--- src/rtl/core/tar_header_block_parser_macros.svh ---
// assertion macros shared by the tar header block parser rtl
`ifndef TAR_HEADER_BLOCK_PARSER_MACROS_SVH
`define TAR_HEADER_BLOCK_PARSER_MACROS_SVH

// same-cycle implication, clocked on clk_i and disabled in reset
`define THBP_ASSERT_IMP(lbl, ante, cons, msg) \
  lbl: assert property (@(posedge clk_i) disable iff (!rst_ni) (ante) |-> (cons)) \
    else $error(msg);

// next-cycle implication, clocked on clk_i and disabled in reset
`define THBP_ASSERT_NXT(lbl, ante, cons, msg) \
  lbl: assert property (@(posedge clk_i) disable iff (!rst_ni) (ante) |=> (cons)) \
    else $error(msg);

`endif

--- src/rtl/core/thbp_pkg.sv ---
// types, constants and offsets of the tar header block parser
package thbp_pkg;

  // block layout
  localparam logic [8:0] BlockLast = 9'd511;
  localparam logic [8:0] NameLen   = 9'd100;
  localparam logic [8:0] ChkStart  = 9'd148;
  localparam logic [8:0] ChkEnd    = 9'd156;
  localparam logic [8:0] TypeOff   = 9'd156;
  localparam logic [8:0] MagicOff  = 9'd257;
  localparam logic [8:0] GnuEnd    = 9'd265;
  localparam logic [8:0] PosixEnd  = 9'd263;
  localparam logic [8:0] StarOff   = 9'd508;
  localparam logic [16:0] TrailerSum = 17'd256;

  // numeric fields: mode, size, mtime, checksum
  localparam int NumFields = 4;
  localparam logic [8:0] FieldStart [NumFields] = '{9'd100, 9'd124, 9'd136, 9'd148};
  localparam logic [8:0] FieldLen   [NumFields] = '{9'd8, 9'd12, 9'd12, 9'd8};
  // fields whose base-256 payload is shorter than eight bytes
  localparam logic [NumFields-1:0] FieldShort = 4'b1001;
  localparam int FldMode = 0;
  localparam int FldSize = 1;
  localparam int FldMtime = 2;
  localparam int FldChk = 3;

  // magic strings
  localparam logic [7:0] GnuMagic [8] = '{8'h75, 8'h73, 8'h74, 8'h61,
                                          8'h72, 8'h20, 8'h20, 8'h00};
  localparam logic [7:0] PosixMagic [6] = '{8'h75, 8'h73, 8'h74, 8'h61, 8'h72, 8'h00};
  localparam logic [7:0] StarMagic [4] = '{8'h74, 8'h61, 8'h72, 8'h00};

  // result codes
  localparam logic [1:0] StatusHeader  = 2'd0;
  localparam logic [1:0] StatusTrailer = 2'd1;
  localparam logic [1:0] StatusBadSize = 2'd2;

  localparam logic [1:0] FmtOld   = 2'd0;
  localparam logic [1:0] FmtPosix = 2'd1;
  localparam logic [1:0] FmtGnu   = 2'd2;
  localparam logic [1:0] FmtStar  = 2'd3;

  localparam logic [1:0] KindRegular = 2'd0;
  localparam logic [1:0] KindDir     = 2'd1;
  localparam logic [1:0] KindSymlink = 2'd2;
  localparam logic [1:0] KindSpecial = 2'd3;

  // parse phase of one numeric field
  typedef enum logic [3:0] {
    PhLead  = 4'd0,
    PhPlus  = 4'd1,
    PhMinus = 4'd2,
    PhDigP  = 4'd3,
    PhDigN  = 4'd4,
    PhDoneP = 4'd5,
    PhDoneN = 4'd6,
    PhB256P = 4'd7,
    PhB256N = 4'd8,
    PhBad   = 4'd9
  } phase_e;

  typedef struct packed {
    phase_e      phase;
    logic [63:0] accum;
  } fld_t;

  // per-block state as seen after the last byte
  typedef struct packed {
    logic [16:0]            sum;
    logic                   chk_zero;
    logic [2:0]             magic;
    logic [7:0]             typeflag;
    logic [7:0]             name_last;
    fld_t [NumFields-1:0]   fld;
  } blk_t;

  typedef struct packed {
    logic [1:0]         status;
    logic [1:0]         format;
    logic [7:0]         typeflag;
    logic [20:0]        file_mode;
    logic signed [63:0] file_size;
    logic signed [63:0] mod_time;
    logic               mtime_valid;
    logic               checksum_ok;
    logic [1:0]         entry_kind;
    logic               is_extension;
    logic               executable;
  } res_t;

endpackage

--- src/rtl/core/thbp_if.sv ---
// valid/ready channel interfaces for input bytes and header results
interface thbp_in_if;
  logic       valid;
  logic       ready;
  logic [7:0] data_byte;

  modport source (output valid, output data_byte, input ready);
  modport sink (input valid, input data_byte, output ready);
endinterface

interface thbp_out_if;
  logic               valid;
  logic               ready;
  logic [1:0]         status;
  logic [1:0]         format;
  logic [7:0]         typeflag;
  logic [20:0]        file_mode;
  logic signed [63:0] file_size;
  logic signed [63:0] mod_time;
  logic               mtime_valid;
  logic               checksum_ok;
  logic [1:0]         entry_kind;
  logic               is_extension;
  logic               executable;

  modport source (output valid, output status, output format, output typeflag,
                  output file_mode, output file_size, output mod_time,
                  output mtime_valid, output checksum_ok, output entry_kind,
                  output is_extension, output executable, input ready);
  modport sink (input valid, input status, input format, input typeflag,
                input file_mode, input file_size, input mod_time,
                input mtime_valid, input checksum_ok, input entry_kind,
                input is_extension, input executable, output ready);
endinterface

--- src/rtl/core/thbp_field_parser.sv ---
// octal / base-256 parser for one numeric header field, one byte per cycle while en_i is high
module thbp_field_parser (
  input  logic           clk_i,
  input  logic           rst_ni,
  input  logic           clear_i,
  input  logic           en_i,
  input  logic           first_i,
  input  logic [7:0]     byte_i,
  output thbp_pkg::fld_t fld_o
);
  import thbp_pkg::*;

  fld_t fld_q, fld_d;
  logic dig, ws;
  logic [2:0] digit;

  // byte classes
  assign dig   = (byte_i >= 8'h30) && (byte_i <= 8'h37);
  assign digit = byte_i[2:0];
  assign ws    = (byte_i == 8'h20) || ((byte_i >= 8'h09) && (byte_i <= 8'h0d));

  // phase and accumulator update
  always_comb begin
    fld_d = fld_q;
    if (clear_i) begin
      fld_d.phase = PhLead;
      fld_d.accum = '0;
    end else if (en_i) begin
      if (first_i && byte_i[7]) begin
        if (byte_i == 8'h80) fld_d.phase = PhB256P;
        else if (byte_i == 8'hff) fld_d.phase = PhB256N;
        else fld_d.phase = PhBad;
      end else begin
        case (fld_q.phase)
          PhLead: begin
            if (ws) fld_d.phase = PhLead;
            else if (byte_i == 8'h2b) fld_d.phase = PhPlus;
            else if (byte_i == 8'h2d) fld_d.phase = PhMinus;
            else if (dig) begin
              fld_d.accum = {61'b0, digit};
              fld_d.phase = PhDigP;
            end else fld_d.phase = PhDoneP;
          end
          PhPlus, PhMinus: begin
            if (dig) begin
              fld_d.accum = {61'b0, digit};
              fld_d.phase = (fld_q.phase == PhPlus) ? PhDigP : PhDigN;
            end else fld_d.phase = PhDoneP;
          end
          PhDigP, PhDigN: begin
            if (dig) fld_d.accum = {fld_q.accum[60:0], digit};
            else fld_d.phase = (fld_q.phase == PhDigP) ? PhDoneP : PhDoneN;
          end
          PhB256P, PhB256N: begin
            fld_d.accum = {fld_q.accum[55:0], byte_i};
          end
          default: begin
            fld_d = fld_q;
          end
        endcase
      end
    end
  end

  always_ff @(posedge clk_i or negedge rst_ni) begin
    if (!rst_ni) begin
      fld_q.phase <= PhLead;
      fld_q.accum <= '0;
    end else begin
      fld_q <= fld_d;
    end
  end

  assign fld_o = fld_q;

endmodule

--- src/rtl/core/thbp_result.sv ---
// final field values, format and entry classification of one header block
module thbp_result (
  input  thbp_pkg::blk_t blk_i,
  output thbp_pkg::res_t res_o
);
  import thbp_pkg::*;

  logic [63:0] val [NumFields];
  logic [NumFields-1:0] ok;
  logic [1:0] fmt;
  logic [1:0] kind;
  logic [7:0] t;

  // value of each field from its final phase
  always_comb begin
    for (int j = 0; j < NumFields; j++) begin
      ok[j]  = 1'b1;
      val[j] = '0;
      case (blk_i.fld[j].phase)
        PhBad: ok[j] = 1'b0;
        PhDigN, PhDoneN: val[j] = 64'd0 - blk_i.fld[j].accum;
        PhB256N: begin
          if (FieldShort[j] && blk_i.fld[j].accum[55]) begin
            val[j] = {8'hff, blk_i.fld[j].accum[55:0]};
          end else begin
            val[j] = blk_i.fld[j].accum;
          end
        end
        PhDigP, PhDoneP, PhB256P: val[j] = blk_i.fld[j].accum;
        default: val[j] = '0;
      endcase
    end
  end

  // magic priority: gnu, posix, star
  always_comb begin
    if (blk_i.magic[0]) fmt = FmtGnu;
    else if (blk_i.magic[1]) fmt = FmtPosix;
    else if (blk_i.magic[2]) fmt = FmtStar;
    else fmt = FmtOld;
  end

  // entry classification
  assign t = blk_i.typeflag;
  always_comb begin
    if (t == 8'h32) begin
      kind = KindSymlink;
    end else if ((fmt == FmtPosix) || (fmt == FmtStar)) begin
      if ((t == 8'h30) || (t == 8'h00)) kind = KindRegular;
      else if (t == 8'h35) kind = KindDir;
      else kind = KindSpecial;
    end else if (fmt == FmtGnu) begin
      if ((t == 8'h30) || (t == 8'h37) || (t == 8'h00)) kind = KindRegular;
      else if (t == 8'h35) kind = KindDir;
      else kind = KindSpecial;
    end else begin
      if (blk_i.name_last == 8'h2f) kind = KindDir;
      else if ((t == 8'h00) || (t == 8'h30)) kind = KindRegular;
      else kind = KindSpecial;
    end
  end

  // result assembly
  always_comb begin
    res_o = '0;
    if ((blk_i.sum == TrailerSum) && blk_i.chk_zero) begin
      res_o.status = StatusTrailer;
    end else begin
      res_o.status       = ok[FldSize] ? StatusHeader : StatusBadSize;
      res_o.format       = fmt;
      res_o.typeflag     = t;
      res_o.file_mode    = val[FldMode][20:0];
      res_o.entry_kind   = kind;
      res_o.is_extension = (t == 8'h4c) || (t == 8'h4b) || (t == 8'h78) ||
                           (t == 8'h58) || (t == 8'h67);
      res_o.executable   = val[FldMode][0] | val[FldMode][3] | val[FldMode][6];
      if (ok[FldSize]) begin
        res_o.file_size   = val[FldSize];
        res_o.mod_time    = ok[FldMtime] ? val[FldMtime] : 64'sd0;
        res_o.mtime_valid = ok[FldMtime];
        res_o.checksum_ok = (val[FldChk] == {47'b0, blk_i.sum});
      end
    end
  end

endmodule

--- src/rtl/core/tar_header_block_parser.sv ---
// tar header block parser top level
//
// in_i carries the archive one byte per transfer; every 512 bytes form one
// header block. res_o gives exactly one result per block, after its last
// byte: parsed header, all-zero trailer block, or unparsable size field.
// An accepted byte lands in an input register and is folded into the block
// state when the update stage advances; the result of a block is loaded into
// the result register as its last byte leaves the input register. One byte
// per cycle is sustained, set by the update of the block state and the four
// field parsers, unless a stalled result holds the last byte of a block.
// Reset clears the byte counter, the running sum, the magic candidates and
// all field parsers; no clearing pass follows, so in_i is ready at once.
// A stalled res_o holds its result; bytes keep flowing until the last byte
// of the next block reaches the update stage, which then waits until the
// pending result is transferred, and in_i drops ready behind it.
module tar_header_block_parser (
  input logic        clk_i,
  input logic        rst_ni,
  thbp_in_if.sink    in_i,
  thbp_out_if.source res_o
);
  import thbp_pkg::*;
  `include "tar_header_block_parser_macros.svh"

  logic [7:0]  byte_q;
  logic        vld_q;
  logic [8:0]  idx_q, idx_d;
  logic [16:0] sum_q, sum_upd;
  logic        chk_zero_q, chk_zero_upd;
  logic [2:0]  magic_q, magic_upd;
  logic [7:0]  type_q, type_upd;
  logic [7:0]  name_last_q, name_last_upd;
  logic        name_ended_q, name_ended_upd;
  logic        last, adv, adv_last, in_chk;
  logic [8:0]  moff;
  fld_t [NumFields-1:0] fld_w;
  logic [NumFields-1:0] fld_en, fld_first;
  blk_t        blk;
  res_t        res_d, res_q;
  logic        res_valid_q;

  // stage control
  assign last     = (idx_q == BlockLast);
  assign adv      = vld_q && (!last || !res_valid_q || res_o.ready);
  assign adv_last = adv && last;
  assign in_i.ready = !vld_q || adv;

  // input register
  always_ff @(posedge clk_i or negedge rst_ni) begin
    if (!rst_ni) begin
      vld_q <= 1'b0;
    end else if (in_i.ready) begin
      vld_q <= in_i.valid;
    end
  end

  always_ff @(posedge clk_i) begin
    if (in_i.ready && in_i.valid) begin
      byte_q <= in_i.data_byte;
    end
  end

  // block state update for the byte in the input register
  assign in_chk = (idx_q >= ChkStart) && (idx_q < ChkEnd);
  assign moff   = idx_q - MagicOff;

  always_comb begin
    sum_upd        = sum_q + (in_chk ? 17'd32 : {9'b0, byte_q});
    chk_zero_upd   = chk_zero_q && !(in_chk && (byte_q != 8'h00));
    name_last_upd  = name_last_q;
    name_ended_upd = name_ended_q;
    if ((idx_q < NameLen) && !name_ended_q) begin
      if (byte_q == 8'h00) name_ended_upd = 1'b1;
      else name_last_upd = byte_q;
    end
    type_upd  = (idx_q == TypeOff) ? byte_q : type_q;
    magic_upd = magic_q;
    if ((idx_q >= MagicOff) && (idx_q < GnuEnd) && (byte_q != GnuMagic[moff[2:0]])) begin
      magic_upd[0] = 1'b0;
    end
    if ((idx_q >= MagicOff) && (idx_q < PosixEnd) &&
        (byte_q != PosixMagic[moff[2:0]])) begin
      magic_upd[1] = 1'b0;
    end
    if ((idx_q >= StarOff) && (byte_q != StarMagic[idx_q[1:0]])) begin
      magic_upd[2] = 1'b0;
    end
  end

  assign idx_d = last ? '0 : idx_q + 9'd1;

  always_ff @(posedge clk_i or negedge rst_ni) begin
    if (!rst_ni) begin
      idx_q        <= '0;
      sum_q        <= '0;
      chk_zero_q   <= 1'b1;
      magic_q      <= 3'b111;
      type_q       <= '0;
      name_last_q  <= '0;
      name_ended_q <= 1'b0;
    end else if (adv_last) begin
      idx_q        <= '0;
      sum_q        <= '0;
      chk_zero_q   <= 1'b1;
      magic_q      <= 3'b111;
      type_q       <= '0;
      name_last_q  <= '0;
      name_ended_q <= 1'b0;
    end else if (adv) begin
      idx_q        <= idx_d;
      sum_q        <= sum_upd;
      chk_zero_q   <= chk_zero_upd;
      magic_q      <= magic_upd;
      type_q       <= type_upd;
      name_last_q  <= name_last_upd;
      name_ended_q <= name_ended_upd;
    end
  end

  // numeric field parsers
  for (genvar j = 0; j < NumFields; j++) begin : g_fld
    assign fld_en[j]    = adv && (idx_q >= FieldStart[j]) &&
                          (idx_q < FieldStart[j] + FieldLen[j]);
    assign fld_first[j] = (idx_q == FieldStart[j]);

    thbp_field_parser u_fld (
      .clk_i   (clk_i),
      .rst_ni  (rst_ni),
      .clear_i (adv_last),
      .en_i    (fld_en[j]),
      .first_i (fld_first[j]),
      .byte_i  (byte_q),
      .fld_o   (fld_w[j])
    );
  end

  // block summary including the last byte
  always_comb begin
    blk.sum       = sum_upd;
    blk.chk_zero  = chk_zero_upd;
    blk.magic     = magic_upd;
    blk.typeflag  = type_upd;
    blk.name_last = name_last_upd;
    blk.fld       = fld_w;
  end

  thbp_result u_result (
    .blk_i (blk),
    .res_o (res_d)
  );

  // result register
  always_ff @(posedge clk_i or negedge rst_ni) begin
    if (!rst_ni) begin
      res_valid_q <= 1'b0;
    end else if (adv_last) begin
      res_valid_q <= 1'b1;
    end else if (res_o.ready) begin
      res_valid_q <= 1'b0;
    end
  end

  always_ff @(posedge clk_i) begin
    if (adv_last) begin
      res_q <= res_d;
    end
  end

  assign res_o.valid        = res_valid_q;
  assign res_o.status       = res_q.status;
  assign res_o.format       = res_q.format;
  assign res_o.typeflag     = res_q.typeflag;
  assign res_o.file_mode    = res_q.file_mode;
  assign res_o.file_size    = res_q.file_size;
  assign res_o.mod_time     = res_q.mod_time;
  assign res_o.mtime_valid  = res_q.mtime_valid;
  assign res_o.checksum_ok  = res_q.checksum_ok;
  assign res_o.entry_kind   = res_q.entry_kind;
  assign res_o.is_extension = res_q.is_extension;
  assign res_o.executable   = res_q.executable;

  // checks
  `THBP_ASSERT_NXT(a_last_gives_result, adv_last, res_valid_q,
                   "last byte of a block did not load a result")
  `THBP_ASSERT_IMP(a_result_from_last, $rose(res_valid_q), $past(adv_last),
                   "result appeared without a finished block")
  `THBP_ASSERT_IMP(a_clear_at_start, idx_q == '0,
                   (sum_q == '0) && chk_zero_q && (magic_q == 3'b111),
                   "block state not cleared at block start")
  `THBP_ASSERT_NXT(a_last_held, vld_q && last && res_valid_q && !res_o.ready,
                   vld_q && last,
                   "last byte lost while result stalled")

endmodule
--- src/flat_wrapper.sv ---
// flat-port wrapper written by rule: the top's interface ports become plain ports
module tar_header_block_parser_flat import thbp_pkg::*;
  (clk_i, rst_ni, in_i_valid, in_i_data_byte, in_i_ready, res_o_valid, res_o_status, res_o_format, res_o_typeflag, res_o_file_mode, res_o_file_size, res_o_mod_time, res_o_mtime_valid, res_o_checksum_ok, res_o_entry_kind, res_o_is_extension, res_o_executable, res_o_ready);
  thbp_in_if in_i_i ();
  thbp_out_if res_o_i ();
  input logic clk_i;
  input logic rst_ni;
  input wire logic [$bits(in_i_i.valid)-1:0] in_i_valid;
  input wire logic [$bits(in_i_i.data_byte)-1:0] in_i_data_byte;
  output wire logic [$bits(in_i_i.ready)-1:0] in_i_ready;
  output wire logic [$bits(res_o_i.valid)-1:0] res_o_valid;
  output wire logic [$bits(res_o_i.status)-1:0] res_o_status;
  output wire logic [$bits(res_o_i.format)-1:0] res_o_format;
  output wire logic [$bits(res_o_i.typeflag)-1:0] res_o_typeflag;
  output wire logic [$bits(res_o_i.file_mode)-1:0] res_o_file_mode;
  output wire logic [$bits(res_o_i.file_size)-1:0] res_o_file_size;
  output wire logic [$bits(res_o_i.mod_time)-1:0] res_o_mod_time;
  output wire logic [$bits(res_o_i.mtime_valid)-1:0] res_o_mtime_valid;
  output wire logic [$bits(res_o_i.checksum_ok)-1:0] res_o_checksum_ok;
  output wire logic [$bits(res_o_i.entry_kind)-1:0] res_o_entry_kind;
  output wire logic [$bits(res_o_i.is_extension)-1:0] res_o_is_extension;
  output wire logic [$bits(res_o_i.executable)-1:0] res_o_executable;
  input wire logic [$bits(res_o_i.ready)-1:0] res_o_ready;
  assign in_i_i.valid = in_i_valid;
  assign in_i_i.data_byte = in_i_data_byte;
  assign in_i_ready = in_i_i.ready;
  assign res_o_valid = res_o_i.valid;
  assign res_o_status = res_o_i.status;
  assign res_o_format = res_o_i.format;
  assign res_o_typeflag = res_o_i.typeflag;
  assign res_o_file_mode = res_o_i.file_mode;
  assign res_o_file_size = res_o_i.file_size;
  assign res_o_mod_time = res_o_i.mod_time;
  assign res_o_mtime_valid = res_o_i.mtime_valid;
  assign res_o_checksum_ok = res_o_i.checksum_ok;
  assign res_o_entry_kind = res_o_i.entry_kind;
  assign res_o_is_extension = res_o_i.is_extension;
  assign res_o_executable = res_o_i.executable;
  assign res_o_i.ready = res_o_ready;
  tar_header_block_parser u_core (.clk_i(clk_i), .rst_ni(rst_ni), .in_i(in_i_i), .res_o(res_o_i));
endmodule
--- config.mk ---
export PLATFORM = sky130hd
export DESIGN_NAME = tar_header_block_parser_flat
export DESIGN_NICKNAME = d
export VERILOG_FILES = /design/src/rtl/core/thbp_pkg.sv /design/src/rtl/core/thbp_if.sv /design/src/rtl/core/thbp_field_parser.sv /design/src/rtl/core/thbp_result.sv /design/src/rtl/core/tar_header_block_parser.sv /design/src/flat_wrapper.sv
export VERILOG_INCLUDE_DIRS = /design/src /design/src/rtl/core
export SDC_FILE = /design/constraint.sdc
export NUM_CORES = 1
export LEC_CHECK = 0
export ABC_AREA = 1
export BUFFER_PORTS_ARGS = -buffer_cell sky130_fd_sc_hd__buf_2
export CELL_PAD_IN_SITES_DETAIL_PLACEMENT = 1
export CELL_PAD_IN_SITES_GLOBAL_PLACEMENT = 2
export CORE_MARGIN = 10
export CORE_UTILIZATION = 38
export DETAILED_ROUTE_END_ITERATION = 7
export PLACE_DENSITY = 0.9
export SLEW_MARGIN = 20
export SYNTH_ARGS = -nofsm -noshare
export SYNTH_HDL_FRONTEND = slang
export SYNTH_HIERARCHICAL = 1
export SYNTH_SLANG_ARGS = --single-unit
--- constraint.sdc ---
create_clock -name clk_i -period 13.13 [get_ports clk_i]
set_input_delay 0.6565 -clock clk_i [delete_from_list [all_inputs] [get_ports clk_i]]
set_output_delay 0.6565 -clock clk_i [all_outputs]
set_load 0.03 [all_outputs]
Yosys cells after proc, flatten, opt, wreduce, memory -nomap -nowiden
Memory sizes are Yosys's and may differ from the RTL's. Index checks and enable logic that the tools add are counted.

Flip-flop bits (word level): 496. Memories: 2. Logic and storage cells: 365. Output and inout port bits: 169. ROM bits: 128.

Equality and inequality tests: 87. Muxes and demuxes: 117. Reductions and logical operators: 99. Bitwise logic cells: 4. $lt $le $gt $ge: 19. Add/sub/neg operators: 7.

Memory list: (name not given) (words 8, width 8, rd ports 1, clocked after memory_dff 0, wr ports 0, RTL line tar_header_block_parser.sv:82) `(byte_q != PosixMagic[moff[2:0]])) begin`; (name not given) (words 8, width 8, rd ports 1, clocked after memory_dff 0, wr ports 0, RTL line tar_header_block_parser.sv:78) `if ((idx_q >= MagicOff) && (idx_q < GnuEnd) && (byte_q != GnuMagic[moff[2:0]])) begin`.

Operators with widths (count): $mux W64 (25); $pmux W64 S4 (4); $mux W68 (8); $pmux W64 S2 (2); $pmux W64 S3 (1); $sub A1 B64 Y64 const A (3); $mux W8 (14); $eq A4 B3 Y1 const B (16); $eq A64 B17 Y1 (1); $eq A8 B6 Y1 const B (8); $pmux W21 S3 (1); $pmux W4 S3 (4); $mux W4 (11); $eq A8 B7 Y1 const B (5); $reduce_bool A5 Y1 (8); $ne A3 B2 Y1 const B (13); $mux W3 (12); $reduce_or A2 Y1 (18); $mux W17 (2); $eq A4 B2 Y1 const B (8); $mux W2 (16); $reduce_and A7 Y1 (4); $eq A9 B8 Y1 const B (3); $logic_and A1 B1 Y1 (27); 43 further kinds (119).

Longest topological paths before layout
Word-level depth: 14. Gate-level depth with buffers: 27.

Modules after synthesis
Netlist, hierarchy kept.

Modules (own cells, without submodules): thbp_field_parser (sequential area each 1701.6 sq um, area each 4072.7 sq um, times used 4, cells an instance 590); thbp_result (sequential area each 0.0 sq um, area each 9646.8 sq um, times used 1, cells an instance 2144); tar_header_block_parser (sequential area each 6486.2 sq um, area each 8917.3 sq um, times used 1, cells an instance 721).

Worst setup path before layout
Ideal clock, no wire load.

Path kind: reg-to-reg. Start point: register u_core.idx_q[1]. End point: register u_core.g_fld[0].u_fld.fld_q, in the netlist u_core/g_fld[0].u_fld/fld_o[12]. Path buffers: 2. Arrival: 6698 ps. Cell stages (with the launch flop): 17. Slack: 6314 ps. Clock period less this slack: 6816 ps. Path through: dfrtp_1 -> ha_1 -> inv_1 -> nor2_1 -> inv_1 -> nor2_1 -> ha_1 -> nand3_1 -> nand2_2 -> inv_1 -> nand2_1 -> inv_1 -> clkinv_1 -> clkbuf_1 -> clkbuf_1 -> nand4_1 -> nand2_1.

Elaborated cells on any way between the ends: 21.

RTL lines: from (decl) (RTL line tar_header_block_parser.sv:27) `logic [8:0] idx_q, idx_d;`; from (signal assigned) (RTL line tar_header_block_parser.sv:110) `idx_q <= idx_d;`; $eq A9 B9 Y1 (*) (RTL line tar_header_block_parser.sv:43) `assign last = (idx_q == BlockLast);`; $logic_not A1 Y1 (RTL line tar_header_block_parser.sv:44) `assign adv = vld_q && (!last || !res_valid_q || res_o.ready);`; $logic_or A1 B1 Y1 (2 in a row) (RTL line tar_header_block_parser.sv:44); $logic_and A1 B1 Y1 (RTL line tar_header_block_parser.sv:44); $logic_and A1 B1 Y1 (*) (RTL line tar_header_block_parser.sv:45) `assign adv_last = adv && last;`; via u_core.adv_last (RTL line tar_header_block_parser.sv:34) `logic last, adv, adv_last, in_chk;`; $ne A3 B2 Y1 (no line) (tied with other cells); $reduce_and A7 Y1 (no line); to (signal assigned) (RTL line thbp_field_parser.sv:70) `fld_q <= fld_d;`; to (decl) (RTL line thbp_field_parser.sv:13) `fld_t fld_q, fld_d;`.

The timed path passes the listed nets; every way through them passes the cells marked *. A chain may end at the register's enable or synchronous reset.

==> results.yml <==
logic_synthesis:
  syn_nets: 4937
  synth_warnings: 6
  synth.avg_cell_area_um2: 6.63
  syn_inst: 4904
  synthesis.area_um2: 32500
worst_setup_path:
  worst-path-buf-inv: 7
  r2r_slack_ns: 7.28
  rr_startpoint: "u_core/idx_q[3]"
  path_depth: 27
  slowest_delay_ns: 0.73
  arrival_ns: 6.28
  worstPathRequired_ns: 13.55
  crit_start: "u_core/idx_q[3]"
  worstSetupStartpointType: "register"
  critPathTopFamily: "buffers and inverters"
  cp_slowest_cell: "clkinv_2"
  cp_max_fo: 52
  critical_path.endpoint: "u_core/res_o.mod_time[27]"
  path_class: "register to register"
  end_kind: "register"
  reg2reg_depth: 27
  path_common_cell: "nand2_1"
  rr_endpoint: "u_core/res_o.mod_time[27]"
final_layout:
  fin_area_um2: 35900
  layout-drive-gt1-share_pct: 8.81
  n_fill_cell: 11082
  n_antenna_cell: 0
  area_delta_synth_final_pct: 10.3
  multi_input_area_um2: 17300
  final_nets: 4994
  regArea_um2: 12200
routing:
  vias: 33616
  totalWireLength_um: 120000
  drtPass1Iterations: 7
  drtAntennaViolNets: 0
  drtIter0Drc: 2371
  avgViaCountPerCell: 5.46
  drc_errors: 0
  wl_per_cell_um: 19.6
cts:
  root_buffer: "clkbuf_16"
  tritoncts: "yes"
  ctsHoldBuffers: 0
  clock_path_buffers: 3
  post_cts_buffers: 0
  insertion_delay_ns: 0.63
  clk_pin_slew_ns: 0.06
  cts_repair_resize_count: 0
  cts_buffers: 56
  clock_sinks: 453
  h-tree-depth: 2
die:
  die-width_um: 313
  core_um2: 85000
  die_area_um2: 97700
  start_util_pct: 38.3
  pin_count: 181
  die_h_um: 313
  core.rowCount: 107
grt:
  grt_pass1_wl_um: 192000
  grt_overflow: 0
  antenna_found_initial: 1
  grt_pass1_vias: 33838
  track_usage_pct: 23.7
  grt_start_max_net_pins: 101
pwr:
  p_clk_share_pct: 26.9
  p_sw_share_pct: 45.2
  power.density_nw_per_um2: 168
  ir_drop_v: 0.000109
  seq_power_share_pct: 28.8
  p_sw_mw: 2.73
  pwr-share-comb_pct: 44.3
  internal_power_mw: 3.31
  p_leak_nw: 19.2
run_status:
  status: "finished, final reports clean"
sta:
  skew_ns: 0.0269
  setup-tns-final_ns: 0
  setup_viol: 0
  final_hold_viol_count: 0
  rsz0062_at_grt: "false"
  max_freq_ghz: 0.171
  worstMarginPinSlew_ns: 1.08
  timing.hold.ws_ns: 0.0191
  slew_headroom_pct: 27.8
  slew_viol_final: 0
  period_share_pct: 44.6
  period_needed_ns: 5.85
placed_design:
  port-buffer-count: 180
  finalWeightedCongestion: 0.901
  dpl.hpwl_um: 81500
  placed_cell_area_um2: 34000
run:
  maxCapViolations: 0
worst_hold_path:
  hold_path.class: "input pin to async pin"
[cells in the final DEF, fill, tap and decap left out, types with 23 or more instances in the layout]
master	count
a21oi_1	166
buf_2	179
buf_4	36
clkbuf_16	58
dfrtp_1	274
edfxtp_1	175
inv_1	472
nand2_1	1720
nand3_1	451
nand4_1	279
nor2_1	570
nor2_2	31
nor3_1	70
o21ai_0	154
or2_2	23
xor2_1	25
[state kept, by name (all words and copies together) (netlist names), 2 cells and up]
name                      cells
u_core/byte_q                 8
u_core/g_fld.u_fld/fld_o    229
u_core/idx_q                  9
u_core/magic_q                3
u_core/name_last_q            8
u_core/res_o.entry_kind       2
u_core/res_o.file_mode       21
u_core/res_o.file_size       64
u_core/res_o.format           2
u_core/res_o.mod_time        64
u_core/res_o.status           2
u_core/res_o.typeflag         8
u_core/sum_q                 17
u_core/type_q                 8
[how the worst min path moves through the flow]
stage | startpoint | end | slack, ns | cells after the start
after floorplan | rst_ni | u_core/g_fld[0].u_fld/fld_o[0] | 0.36 | 0
after global placement | u_core/type_q[4] | u_core/type_q[4] | 0.46 | 2
after detailed placement | u_core/type_q[6] | u_core/type_q[6] | 0.47 | 2
after CTS | rst_ni | u_core/g_fld[2].u_fld/fld_o[41] | 0.06 | 1
after global routing | rst_ni | u_core/g_fld[2].u_fld/fld_o[41] | 0.09 | 1
final | rst_ni | u_core/g_fld[2].u_fld/fld_o[41] | 0.02 | 1
[cell type report]
| cell class | count | area share (%) |
|---|---|---|
| repair buffers | 218 | 3.38 |
| multi-input cells | 3743 | 48.2 |
| clock buffers | 81 | 4.45 |
| inverters | 489 | 5.15 |
| clock inverters | 24 | 0.805 |
| well taps | 1144 | 3.99 |
| flip-flops and latches | 453 | 34.0 |
[through the flow]
step | setup WS [ns] | util, % | cells | power, mW
3_3_place_gp | 7.51 | 40.0 | 6047 | 4.35
2_1_floorplan | 6.31 | - | 4904 | 3.65
5_1_grt | 6.84 | 42.2 | 6152 | 6.44
6_report | 7.28 | 42.2 | 6152 | 6.04
4_1_cts | 7.28 | 42.2 | 6152 | 6.06
3_5_place_dp | 7.32 | 40.0 | 6047 | 4.41
[power groups by stage]
stage	combinational [mW]	sequential, mW	clock (mW)
floorplan	1.91	1.74	0
global placement	2.59	1.76	0
detailed placement	2.64	1.77	0
CTS	2.66	1.74	1.67
global route	2.97	1.76	1.72
finish	2.67	1.74	1.63
[worst register-to-register path, cell delays in order, from the launching register on]
cell and delay, ns:
dfrtp_1 0.47, nand2_1 0.23, nor2_1 0.14, o21ai_1 0.16, nand2_1 0.14, inv_2 0.15
nor2_1 0.06, ha_1 0.22, fa_1 0.41, nand3_1 0.10, nand2_1 0.12, nand2_1 0.08
nand2_1 0.10, nand2_1 0.11, nand2_1 0.06, nand2_1 0.07, and2_1 0.15, inv_1 0.06
nand4_1 0.13, nor3_1 0.09, a21boi_2 0.14, buf_4 0.27, clkinv_1 0.14, buf_4 0.31
nor2_1 0.21, buf_4 0.28, clkinv_2 0.74, a211oi_1 0.53
[metal layers]
metal,wire [µm],vias to the layer above,GRT usage [%],part of all wire [%]
met5,0,-,0,0
met4,2780,0,6.07,2.3
met3,5270,156,2.55,4.4
met2,57700,698,40.0,48
met1,54500,16572,32.0,45
li1,-,16190,-,-
(Power assumes the default switching activity.)
